### config.mk
export PLATFORM = sky130hd
export DESIGN_NAME = cff_dict_token_decoder
export DESIGN_NICKNAME = d
export VERILOG_FILES = /design/src/hw/rtl/cdtd_pkg.sv /design/src/hw/rtl/cdtd_parse.sv /design/src/hw/rtl/cdtd_out_reg.sv /design/src/hw/rtl/cff_dict_token_decoder.sv
export SDC_FILE = /design/constraint.sdc
export NUM_CORES = 1
export LEC_CHECK = 0
export BUFFER_PORTS_ARGS = -buffer_cell sky130_fd_sc_hd__buf_2
export CORE_MARGIN = 5
export CORE_UTILIZATION = 29
export CTS_CLUSTER_SIZE = 40
export DETAILED_ROUTE_END_ITERATION = 7
export PLACE_DENSITY = 0.5
export SYNTH_ARGS = -nofsm -noshare
export SYNTH_HDL_FRONTEND = slang
export SYNTH_SLANG_ARGS = --single-unit
### constraint.sdc
create_clock -name clk -period 16.85 [get_ports clk]
set_input_delay 5.055 -clock clk [delete_from_list [all_inputs] [get_ports clk]]
set_output_delay 5.055 -clock clk [all_outputs]
set_load 0.01 [all_outputs]
### src/hw/rtl/cdtd_pkg.sv
package cdtd_pkg;

  localparam int unsigned DATA_W = 8;
  localparam int unsigned OPND_W = 32;
  localparam int unsigned PEND_W = 3;

  // token byte codes
  localparam logic [7:0] OP_LAST    = 8'd21;
  localparam logic [7:0] OP_ESCAPE  = 8'd12;
  localparam logic [7:0] LEAD_INT16 = 8'd28;
  localparam logic [7:0] LEAD_INT32 = 8'd29;
  localparam logic [7:0] LEAD_REAL  = 8'd30;
  localparam logic [7:0] SHORT_LO   = 8'd32;
  localparam logic [7:0] SHORT_HI   = 8'd246;
  localparam logic [7:0] POS2_BASE  = 8'd247;
  localparam logic [7:0] NEG2_BASE  = 8'd251;
  localparam logic [7:0] NEG2_HI    = 8'd254;
  localparam logic [3:0] REAL_END   = 4'd15;

  localparam logic [OPND_W-1:0] SHORT_BIAS = 32'd139;
  localparam logic [OPND_W-1:0] TWO_BIAS   = 32'd108;

  localparam logic [PEND_W-1:0] PEND_INT16 = 3'd2;
  localparam logic [PEND_W-1:0] PEND_INT32 = 3'd4;
  localparam logic [PEND_W-1:0] PEND_TWO   = 3'd1;

  typedef enum logic [3:0] {
    PH_IDLE = 4'b0001,
    PH_ESC  = 4'b0010,
    PH_INT  = 4'b0100,
    PH_REAL = 4'b1000
  } phase_t;

  typedef struct packed {
    logic [DATA_W-1:0] operator_code;
    logic              escaped;
    logic [OPND_W-1:0] last_operand;
    logic [OPND_W-1:0] prior_operand;
    logic              truncated;
  } res_t;

endpackage

### src/hw/rtl/cdtd_parse.sv
module cdtd_parse (
  input  logic                       clk,
  input  logic                       rst_n,
  input  logic                       fire_i,
  input  logic [cdtd_pkg::DATA_W-1:0] byte_i,
  input  logic                       first_i,
  input  logic                       last_i,
  output logic                       res_vld_o,
  output cdtd_pkg::res_t             res_o,
  output cdtd_pkg::phase_t           phase_o
);
  import cdtd_pkg::*;

  phase_t              phase_r, phase_nxt;
  logic [PEND_W-1:0]   pend_r, pend_nxt;
  logic [DATA_W-1:0]   lead_r, lead_nxt;
  logic [OPND_W-1:0]   acc_r, acc_nxt;
  logic [OPND_W-1:0]   cur_r, cur_nxt;
  logic [OPND_W-1:0]   prev_r, prev_nxt;

  phase_t              ph0;
  logic [PEND_W-1:0]   pend0;
  logic [OPND_W-1:0]   cur0, prev0;
  logic [OPND_W-1:0]   acc_sh;
  logic [DATA_W-1:0]   two_off;
  logic [OPND_W-1:0]   two_mag;
  logic [OPND_W-1:0]   int_val;
  logic                emit;

  // a new DICT drops any open token and the operand history
  assign ph0   = first_i ? PH_IDLE : phase_r;
  assign pend0 = first_i ? '0 : pend_r;
  assign cur0  = first_i ? '0 : cur_r;
  assign prev0 = first_i ? '0 : prev_r;

  assign acc_sh  = {acc_r[OPND_W-DATA_W-1:0], byte_i};
  assign two_off = (lead_r >= NEG2_BASE) ? lead_r - NEG2_BASE : lead_r - POS2_BASE;
  assign two_mag = {{(OPND_W-10){1'b0}}, two_off[1:0], byte_i} + TWO_BIAS;

  always_comb begin
    if (lead_r >= POS2_BASE && lead_r < NEG2_BASE) begin
      int_val = two_mag;
    end else if (lead_r >= NEG2_BASE && lead_r <= NEG2_HI) begin
      int_val = '0 - two_mag;
    end else if (lead_r == LEAD_INT16) begin
      int_val = {{(OPND_W-16){acc_sh[15]}}, acc_sh[15:0]};
    end else begin
      int_val = acc_sh;
    end
  end

  always_comb begin
    phase_nxt = ph0;
    pend_nxt  = pend0;
    lead_nxt  = lead_r;
    acc_nxt   = acc_r;
    cur_nxt   = cur0;
    prev_nxt  = prev0;
    emit      = 1'b0;
    res_o     = '0;
    case (ph0)
      PH_IDLE: begin
        if (byte_i <= OP_LAST) begin
          if (byte_i == OP_ESCAPE) begin
            phase_nxt = PH_ESC;
          end else begin
            emit                = 1'b1;
            res_o.operator_code = byte_i;
            res_o.last_operand  = cur0;
            res_o.prior_operand = prev0;
          end
        end else if (byte_i == LEAD_REAL) begin
          phase_nxt = PH_REAL;
        end else if (byte_i inside {[SHORT_LO:SHORT_HI]}) begin
          prev_nxt = cur0;
          cur_nxt  = {{(OPND_W-DATA_W){1'b0}}, byte_i} - SHORT_BIAS;
        end else if (byte_i inside {[POS2_BASE:NEG2_HI], LEAD_INT16, LEAD_INT32}) begin
          lead_nxt  = byte_i;
          acc_nxt   = '0;
          phase_nxt = PH_INT;
          if (byte_i == LEAD_INT16) begin
            pend_nxt = PEND_INT16;
          end else if (byte_i == LEAD_INT32) begin
            pend_nxt = PEND_INT32;
          end else begin
            pend_nxt = PEND_TWO;
          end
        end
      end
      PH_ESC: begin
        emit                = 1'b1;
        res_o.operator_code = byte_i;
        res_o.escaped       = 1'b1;
        res_o.last_operand  = cur0;
        res_o.prior_operand = prev0;
        phase_nxt           = PH_IDLE;
      end
      PH_INT: begin
        acc_nxt  = acc_sh;
        pend_nxt = pend0 - PEND_W'(1);
        if (pend0 == PEND_TWO) begin
          prev_nxt  = cur0;
          cur_nxt   = int_val;
          phase_nxt = PH_IDLE;
        end
      end
      PH_REAL: begin
        if (byte_i[7:4] == REAL_END || byte_i[3:0] == REAL_END) begin
          phase_nxt = PH_IDLE;
        end
      end
      default: begin
        phase_nxt = PH_IDLE;
      end
    endcase
    // DICT ended inside a token
    if (last_i && phase_nxt != PH_IDLE) begin
      emit            = 1'b1;
      res_o           = '0;
      res_o.truncated = 1'b1;
      phase_nxt       = PH_IDLE;
      pend_nxt        = '0;
    end
  end

  assign res_vld_o = fire_i && emit;
  assign phase_o   = phase_r;

  always_ff @(posedge clk) begin
    if (!rst_n) begin
      phase_r <= PH_IDLE;
      pend_r  <= '0;
      cur_r   <= '0;
      prev_r  <= '0;
    end else if (fire_i) begin
      phase_r <= phase_nxt;
      pend_r  <= pend_nxt;
      cur_r   <= cur_nxt;
      prev_r  <= prev_nxt;
    end
  end

  always_ff @(posedge clk) begin
    if (fire_i) begin
      lead_r <= lead_nxt;
      acc_r  <= acc_nxt;
    end
  end

endmodule

### src/hw/rtl/cdtd_out_reg.sv
module cdtd_out_reg (
  input  logic           clk,
  input  logic           rst_n,
  input  logic           res_vld_i,
  input  cdtd_pkg::res_t res_i,
  input  logic           out_ready_i,
  output logic           load_o,
  output logic           out_vld_o,
  output cdtd_pkg::res_t out_res_o
);
  import cdtd_pkg::*;

  logic vld_r;
  res_t res_r;

  // take a new item whenever the held result is gone or leaves this cycle
  assign load_o    = !vld_r || out_ready_i;
  assign out_vld_o = vld_r;
  assign out_res_o = res_r;

  always_ff @(posedge clk) begin
    if (!rst_n) begin
      vld_r <= 1'b0;
    end else if (load_o) begin
      vld_r <= res_vld_i;
    end
  end

  always_ff @(posedge clk) begin
    if (load_o && res_vld_i) begin
      res_r <= res_i;
    end
  end

endmodule

### src/hw/rtl/cff_dict_token_decoder.sv
// Channel  Dir  tdata                                          tuser               tlast
// in_      in   [7:0] data_byte                                [0] first_byte      last_byte
// out_     out  [7:0] op code, [39:8] last, [71:40] prior opnd [0] escaped, [1] trunc  -
//
// One byte is accepted per cycle while in_tready is high; its result, if any,
// shows in the next cycle from the output register. The parse phase and operand
// registers settle in the cycle the byte is taken. rst_n clears the phase and
// operand history. in_tready drops only while a result is held and out_tready is low.
module cff_dict_token_decoder (
  input  logic        clk,
  input  logic        rst_n,
  input  logic        in_tvalid,
  output logic        in_tready,
  input  logic [7:0]  in_tdata,   // [7:0] data_byte
  input  logic        in_tuser,   // [0] first_byte
  input  logic        in_tlast,
  output logic        out_tvalid,
  input  logic        out_tready,
  output logic [71:0] out_tdata,  // [7:0] operator_code, [39:8] last_operand,
                                  // [71:40] prior_operand
  output logic [1:0]  out_tuser   // [0] escaped, [1] truncated
);
  import cdtd_pkg::*;

  logic   fire;
  logic   res_vld;
  res_t   res;
  res_t   out_res;
  phase_t phase;

  assign fire = in_tvalid && in_tready;

  cdtd_parse u_parse (
    .clk       (clk),
    .rst_n     (rst_n),
    .fire_i    (fire),
    .byte_i    (in_tdata),
    .first_i   (in_tuser),
    .last_i    (in_tlast),
    .res_vld_o (res_vld),
    .res_o     (res),
    .phase_o   (phase)
  );

  cdtd_out_reg u_out (
    .clk         (clk),
    .rst_n       (rst_n),
    .res_vld_i   (res_vld),
    .res_i       (res),
    .out_ready_i (out_tready),
    .load_o      (in_tready),
    .out_vld_o   (out_tvalid),
    .out_res_o   (out_res)
  );

  assign out_tdata = {out_res.prior_operand, out_res.last_operand, out_res.operator_code};
  assign out_tuser = {out_res.truncated, out_res.escaped};

`ifndef SYNTH
  a_trunc_zero: assert property (@(posedge clk) disable iff (!rst_n)
    out_tvalid && out_tuser[1] |-> out_tdata == '0 && !out_tuser[0])
    else $error("truncation result carries data");

  a_last_idle: assert property (@(posedge clk) disable iff (!rst_n)
    fire && in_tlast |=> phase == PH_IDLE)
    else $error("parse left open after last byte");

  a_ready_free: assert property (@(posedge clk) disable iff (!rst_n)
    !out_tvalid |-> in_tready)
    else $error("input stalled with empty output register");

  a_new_result: assert property (@(posedge clk) disable iff (!rst_n)
    fire && res_vld |=> out_tvalid)
    else $error("result lost");
`endif

endmodule

After elaboration in Yosys (flattened, before gate mapping)
Index checks and enable logic that the tools add are counted.
{"block": "word_totals", "ff_bits": 178, "out_inout_bits": 76, "word_cells": 114, "inputBits": 14}
{"block": "op_classes", "magnitude_cmp": 9, "n_addsub": 6, "eq_ne": 17, "muxes": 52, "n_reduce_logical": 15, "n_bitwise": 3}
{"operator": "two-way mux 32 bit", "n": 13}
{"operator": "two-way mux 64 bit", "n": 2}
{"operator": "one-hot mux 32 bit (2 select lines)", "n": 2}
{"operator": "one-hot mux 64 bit (2 select lines)", "n": 1}
{"operator": "two-way mux 24 bit", "n": 4}
{"operator": "one-hot mux 24 bit (2 select lines)", "n": 1}
{"operator": "two-way mux 4 bit", "n": 9}
{"operator": "equality test 8 x 5 -> 1 bit, second input constant", "n": 4}
{"operator": "subtractor 1 x 32 -> 32 bit, first input constant", "n": 1}
{"operator": ">= comparator 8 bit, second input constant", "n": 3}
{"operator": "less-or-equal comparator 8 bit, second input constant", "n": 3}
{"operator": "two-way mux 3 bit", "n": 8}
{"operator": "two-way mux 8 bit", "n": 2}
{"operator": "one-hot mux 8 bit (2 select lines)", "n": 1}
{"operator": "equality test 4 bit, second input constant", "n": 3}
{"operator": "one-hot mux 4 bit (3 select lines)", "n": 1}
{"operator": "AND reduction 6 bit", "n": 2}
{"operator": "adder 10 x 7 -> 11 bit, second input constant", "n": 1}
{"operator": "subtractor 8 x 8 -> 9 bit, second input constant", "n": 1}
{"operator": "equality test 8 x 4 -> 1 bit, second input constant", "n": 1}
{"operator": ">= comparator 8 x 6 -> 1 bit, second input constant", "n": 1}
{"operator": "less-or-equal comparator 8 x 5 -> 1 bit, second input constant", "n": 1}
{"operator": "logical AND 1 bit", "n": 8}
{"operator": "< comparator 8 bit, second input constant", "n": 1}
{"operator": "18 further kinds", "n": 28}

Depth between registers and ports, before layout
{"block": "logic_depth", "word_depth": 13, "mapped_depth": 12, "depth_no_buf": 11}

Hierarchy
A second synthesis with hierarchy kept.
{"block": "hier_totals", "cells_unflattened": 737, "area_unflattened_um2": 8137.8}
{"module": "cdtd_parse", "cells_each": 657, "area_per_inst_um2": 5851.9, "seq_area_each_um2": 2382.3, "instances": 1}
{"module": "cdtd_out_reg", "cells_each": 79, "area_per_inst_um2": 2279.7, "seq_area_each_um2": 2242.2, "instances": 1}
{"module": "cff_dict_token_decoder", "cells_each": 1, "area_per_inst_um2": 6.3, "seq_area_each_um2": 0.0, "instances": 1}

Worst setup path after synthesis
Ideal clock, no wire load.
{"block": "synth_path", "kind": "input port to flip-flop", "startpoint": "in in_tuser", "endpoint": "reg u_out.res_r, in the netlist u_out.out_res_o[0], enable pin", "slack_ns": 5.965, "required_time_ns": 16.320, "path_buffers": 2, "arrival_time_ns": 10.355, "setup_ns": 0.530, "cell_stages": 11, "path_cell_list": "buf_2 clkinv_1 nand2_1 inv_1 ha_1 and4_1 clkbuf_1 a31oi_1 o21ai_0 or3_1 a21oi_1"}
{"block": "synth_via", "elab_chain_len": 11, "elab_cells_between_ends": 21, "classes_between": "6 x eq/ne; 12 x mux; 3 x reduce/logical"}
{"item": "start: declaration", "line_no": "cff_dict_token_decoder.sv:15", "text": "input logic in_tuser,"}
{"item": "two-way mux 4 bit", "line_no": "cdtd_parse.sv:31", "text": "assign ph0 = first_i ? PH_IDLE : phase_r;"}
{"item": "two-way mux 4 bit", "line_no": "cdtd_parse.sv:77", "text": "end else if (byte_i inside {[POS2_BASE:NEG2_HI], LEAD_INT16, LEAD_INT32}) begin"}
{"item": "two-way mux 4 bit", "line_no": "cdtd_parse.sv:74", "text": "end else if (byte_i inside {[SHORT_LO:SHORT_HI]}) begin"}
{"item": "two-way mux 4 bit", "line_no": "cdtd_parse.sv:72", "text": "end else if (byte_i == LEAD_REAL) begin"}
{"item": "two-way mux 4 bit", "line_no": "cdtd_parse.sv:63", "text": "if (byte_i <= OP_LAST) begin"}
{"item": "one-hot mux 4 bit (3 select lines)", "line_no": "cdtd_parse.sv:61", "text": "case (ph0)"}
{"item": "!= test 4 x 1 -> 1 bit", "line_no": "cdtd_parse.sv:117", "text": "if (last_i && phase_nxt != PH_IDLE) begin"}
{"item": "logical AND 1 bit", "line_no": "cdtd_parse.sv:117"}
{"item": "two-way mux 1 bit *", "line_no": "cdtd_parse.sv:117"}
{"item": "logical AND 1 bit *", "line_no": "cdtd_parse.sv:126", "text": "assign res_vld_o = fire_i && emit;"}
{"item": "logical AND 1 bit *", "line_no": "cdtd_out_reg.sv:30", "text": "if (load_o && res_vld_i) begin"}
{"item": "end signal: assignment", "line_no": "cdtd_out_reg.sv:31", "text": "res_r <= res_i;"}
{"item": "end: declaration", "line_no": "cdtd_out_reg.sv:14", "text": "res_t res_r;"}
Mark *: on every way between the ends. The rest lies on a longest branch, timed or not.
A chain may end at the register's enable or synchronous reset.

Worst setup path after layout
{"block": "layout_path", "startpoint": "in out_tready", "endpoint": "out in_tready"}
{"block": "layout_via", "elab_chain_len": 1}
{"item": "start: declaration", "line_no": "cff_dict_token_decoder.sv:18", "text": "input logic out_tready,"}
{"item": "logical OR 1 bit", "line_no": "cdtd_out_reg.sv:17", "text": "assign load_o = !vld_r || out_ready_i;"}
{"item": "end: declaration", "line_no": "cff_dict_token_decoder.sv:13", "text": "output logic in_tready,"}
No other way between the ends.

==> flow_summary_export.csv <==
group,metric,value,unit
sta,min_period,10.59,ns
clocking,cts_hold_buf,0,
sta,clock_skew,0.01453,ns
power_and_ir_drop,p_leak,3.706,nW
die,core_area,29640,sq um
placed_design,io_buffers,89,
power_and_ir_drop,vdd_ir_drop_max,0.06975,mV
worst_setup_path,critPathSlowestCell,"nand2b_1",
grt,antenna_found_initial,0,
sta,setup_tns,0,ns
synthesis,synth_nets,845,
route,route.met2.wl,10520,um
route,wl_met3,1408,um
clocking,clock_sinks,178,
grt,first_global_vias,6313,
power_and_ir_drop,p_per_area,94.75,nW/um^2
sta,drv_slew,0,
route,drt_wl_total,23920,um
worst_setup_path,cp_slowest_stage_delay,0.19,ns
worst_setup_path,crit_top_cell,"buf_2",
synthesis,synth-compound-area-share,19.43,%
synthesis,synth_xor_area_share,1.291,%
grt,grt-ovfl-total,0,
worst_setup_path,path_cells,"buf_2 > nand2b_1 > buf_2",
synthesis,ys_ff_latch,178,
synthesis,synthCells,815,
clocking,clockBufferDepth,2,
synthesis,async_flop_share,0,%
worst_setup_path,worst-path-buf-inv,2,
route,firstDrtPassIters,5,
sta,rsz0062_at_grt,"no",
synthesis,synth_mux_area_share,0.2438,%
final_layout,syn_to_final_growth,15.47,%
worst_setup_path,path_delay_family,"buffers and inverters",
sta,setup_viol,0,
flow_run,maxCapViolations,0,
sta,worstMarginPinSlew,1.012,ns
sta,fmax,0.09444,GHz
synthesis,synth_warnings,0,
worst_setup_path,cp_data_required_time,11.79,ns
sta,worst_slack,6.261,ns
clocking,clk_latency,0.43,ns
route,met1_length,11740,um
die,rows,63,
clocking,numCtsBuffers,17,
clocking,cts_tree,"done",
worst_setup_path,cp.arrival,5.53,ns
final_layout,final_util,34.00,%
route,wl_per_cell,18.67,um
clocking,cts_resized,0,
synthesis,yosys.area_share.simple,19.62,%
die,ioPinCount,90,
final_layout,insertedDiodeCount,0,
worst_setup_path,crit_path_start_kind,"input port",
final_layout,fin_nets,908,
synthesis,synth-edff-count,106,
final_layout,fin_cells,1281,
route,ant_nets,0,
clocking,cts-root-buf,"clkbuf_16",
clocking,path_clk_slew,0.07,ns
sta,max-slew-margin-rel,32.14,%
worst_hold_path,hold_path.class,"flip-flop to flip-flop",
run_status,outcome,"finished, final reports clean",
synthesis,syn_area,8726,sq um
clocking,h-tree-depth,4,
route,top_layer_used,"met4",
grt,grt_max_degree,75,
synthesis,synth-seq-area-share,53.00,%
final_layout,drive_gt1_share,19.53,%
synthesis,synth_cell_types,88,
die,die_area,33660,sq um
synthesis,synth_top_family_by_area,"simple AND/OR/NAND/NOR gates",
die,fp.dieW,183.5,um
die,die_h,183.5,um
power_and_ir_drop,power,954.7,uW
route,drt_iter0_drc,757,
final_layout,multi_input_area,3756,sq um
final_layout,fillers,3121,
synthesis,synthFlopType,"edfxtp_1",
route,route.detailed.drc,0,
synthesis,syn_avg_cell_area,10.71,sq um
route,routed_via_density,5.071,
placed_design,hpwl,16240,um
placed_design,place_area,9468,sq um
grt,grt_usage,14.33,%
final_layout,design_area,10080,sq um
sta,period_share,62.84,%
worst_setup_path,end_kind,"primary output",
synthesis,synth_fa_ha_area_share,2.294,%
die,start_util,29.44,%
worst_setup_path,cp_max_fo,5,
grt,grt_pass1_wl,38070,um
final_layout,seq_area,4624,sq um
clocking,post_cts_buffers,0,
route,vias,6496,
sta,hold_ws,0.4707,ns
sta,hold_viol,0,
placed_design,placedCellCount,1249,
placed_design,place_congestion,0.8464,
placed_design,dp_slack,6.252,ns
worst_setup_path,worstSetupPathType,"input port to primary output",
==> routing by layer <==
layer	vias up	track usage (%)
met5	-	0
met4	0	3.665
met3	19	2.196
met2	199	21.91
met1	3142	21.22
li1	3136	-
==> worst reg2reg max path, cell delays in order, from the launching register on <==
cell and delay (ns):
dfxtp_1 0.40, nor3_4 0.71, nand2_1 0.52, a31oi_1 0.29
o21ai_0 0.16, or3_1 0.42, a21oi_4 0.14, buf_4 0.71
==> synthesized netlist by cell type, types with 4 or more instances <==
cell type,instances,area (sq um)
o22ai_1,4,25.02
a31oi_1,13,81.33
nand2_1,50,187.7
nor2b_1,42,262.8
a211oi_1,6,45.04
a32oi_1,4,35.03
o211ai_1,4,30.03
nand2b_1,8,50.05
o211a_1,4,40.04
a221oi_2,6,90.09
nor3_1,6,30.03
and4_1,4,35.03
xnor2_1,6,52.55
buf_6,5,56.30
dfxtp_1,72,1441
clkbuf_1,28,105.1
ha_1,16,200.2
o21ai_1,4,20.02
a22oi_1,22,165.2
inv_1,17,63.81
a21o_1,13,97.59
nor3b_1,5,37.54
buf_4,5,37.54
o21ai_0,48,240.2
nand4_1,6,37.54
a22o_1,13,113.9
and2_1,50,312.8
xor2_1,5,43.79
and3_1,24,150.1
buf_2,13,65.06
o21a_1,8,60.06
clkbuf_2,5,25.02
nand3_1,16,80.08
edfxtp_1,106,3183
nor2_1,60,225.2
a21oi_1,40,200.2
==> path summary, 6_finish.rpt <==
kind / slack (ns) / depth (start not counted) / to / from
setup / recovery: 6.26 / 3 / in_tready / out_tready
hold / removal: 0.47 / 1 / u_parse.prev_r[6] / u_parse.prev_r[6]
setup reg to reg: 13.01 / 7 / u_out.out_res_o[38] / u_parse.phase_o[3]
hold reg to reg: 0.47 / 1 / u_parse.prev_r[6] / u_parse.prev_r[6]
==> registers in the layout, indices dropped and copies added (netlist names) <==
register / flops
u_parse.lead_r: 8
u_out.out_vld_o: 1
u_parse.pend_r: 3
u_parse.prev_r: 32
u_parse.phase_o: 4
u_out.out_res_o: 74
u_parse.acc_r: 24
u_parse.cur_r: 32
==> cell families after synthesis <==
| group | Yosys count |
|---|---|
| buffers and inverters | 75 |
| xor gates and xnor gates | 12 |
| adders and majority gates | 16 |
| DFF | 178 |
| and+or+nand+nor | 300 |
| AOI/OAI and AO/OA | 232 |
| muxes | 2 |
==> cell usage in the layout (no fill, tap or decap), types with 5 or more instances in the layout <==
cell type and n:
a221oi_2 6, a211oi_1 6, dfxtp_1 72, nor3b_1 5, a31oi_1 13, ha_1 16
clkinv_8 5, o21a_1 8, a22o_1 13, nand4_1 6, nor2_1 60, xor2_1 5
clkbuf_16 17, a22oi_1 22, buf_2 89, a21oi_1 38, nand3_1 16, and2_1 50
xnor2_1 6, buf_4 11, edfxtp_1 106, and3_1 24, nor3_1 6, nand2_1 50
inv_1 17, a21o_1 13, o21ai_0 48, nor2b_1 42, nand2b_1 8
==> layout make-up <==
cell class,instances,share of cell area (%)
clock inverter,15,1.813
clock buffer,17,4.222
inverter,19,0.7078
timing repair buffer,100,5.240
sequential,178,45.90
multi-input combinational,562,37.28
tap,390,4.843
==> power breakdown <==
group / internal, mW / total [mW] / switching, mW
clock: 0.202 / 0.399 / 0.197
sequential: 0.471 / 0.477 / 0.00593
combinational: 0.0249 / 0.0789 / 0.0540
Power figures use the tool's default switching activity.
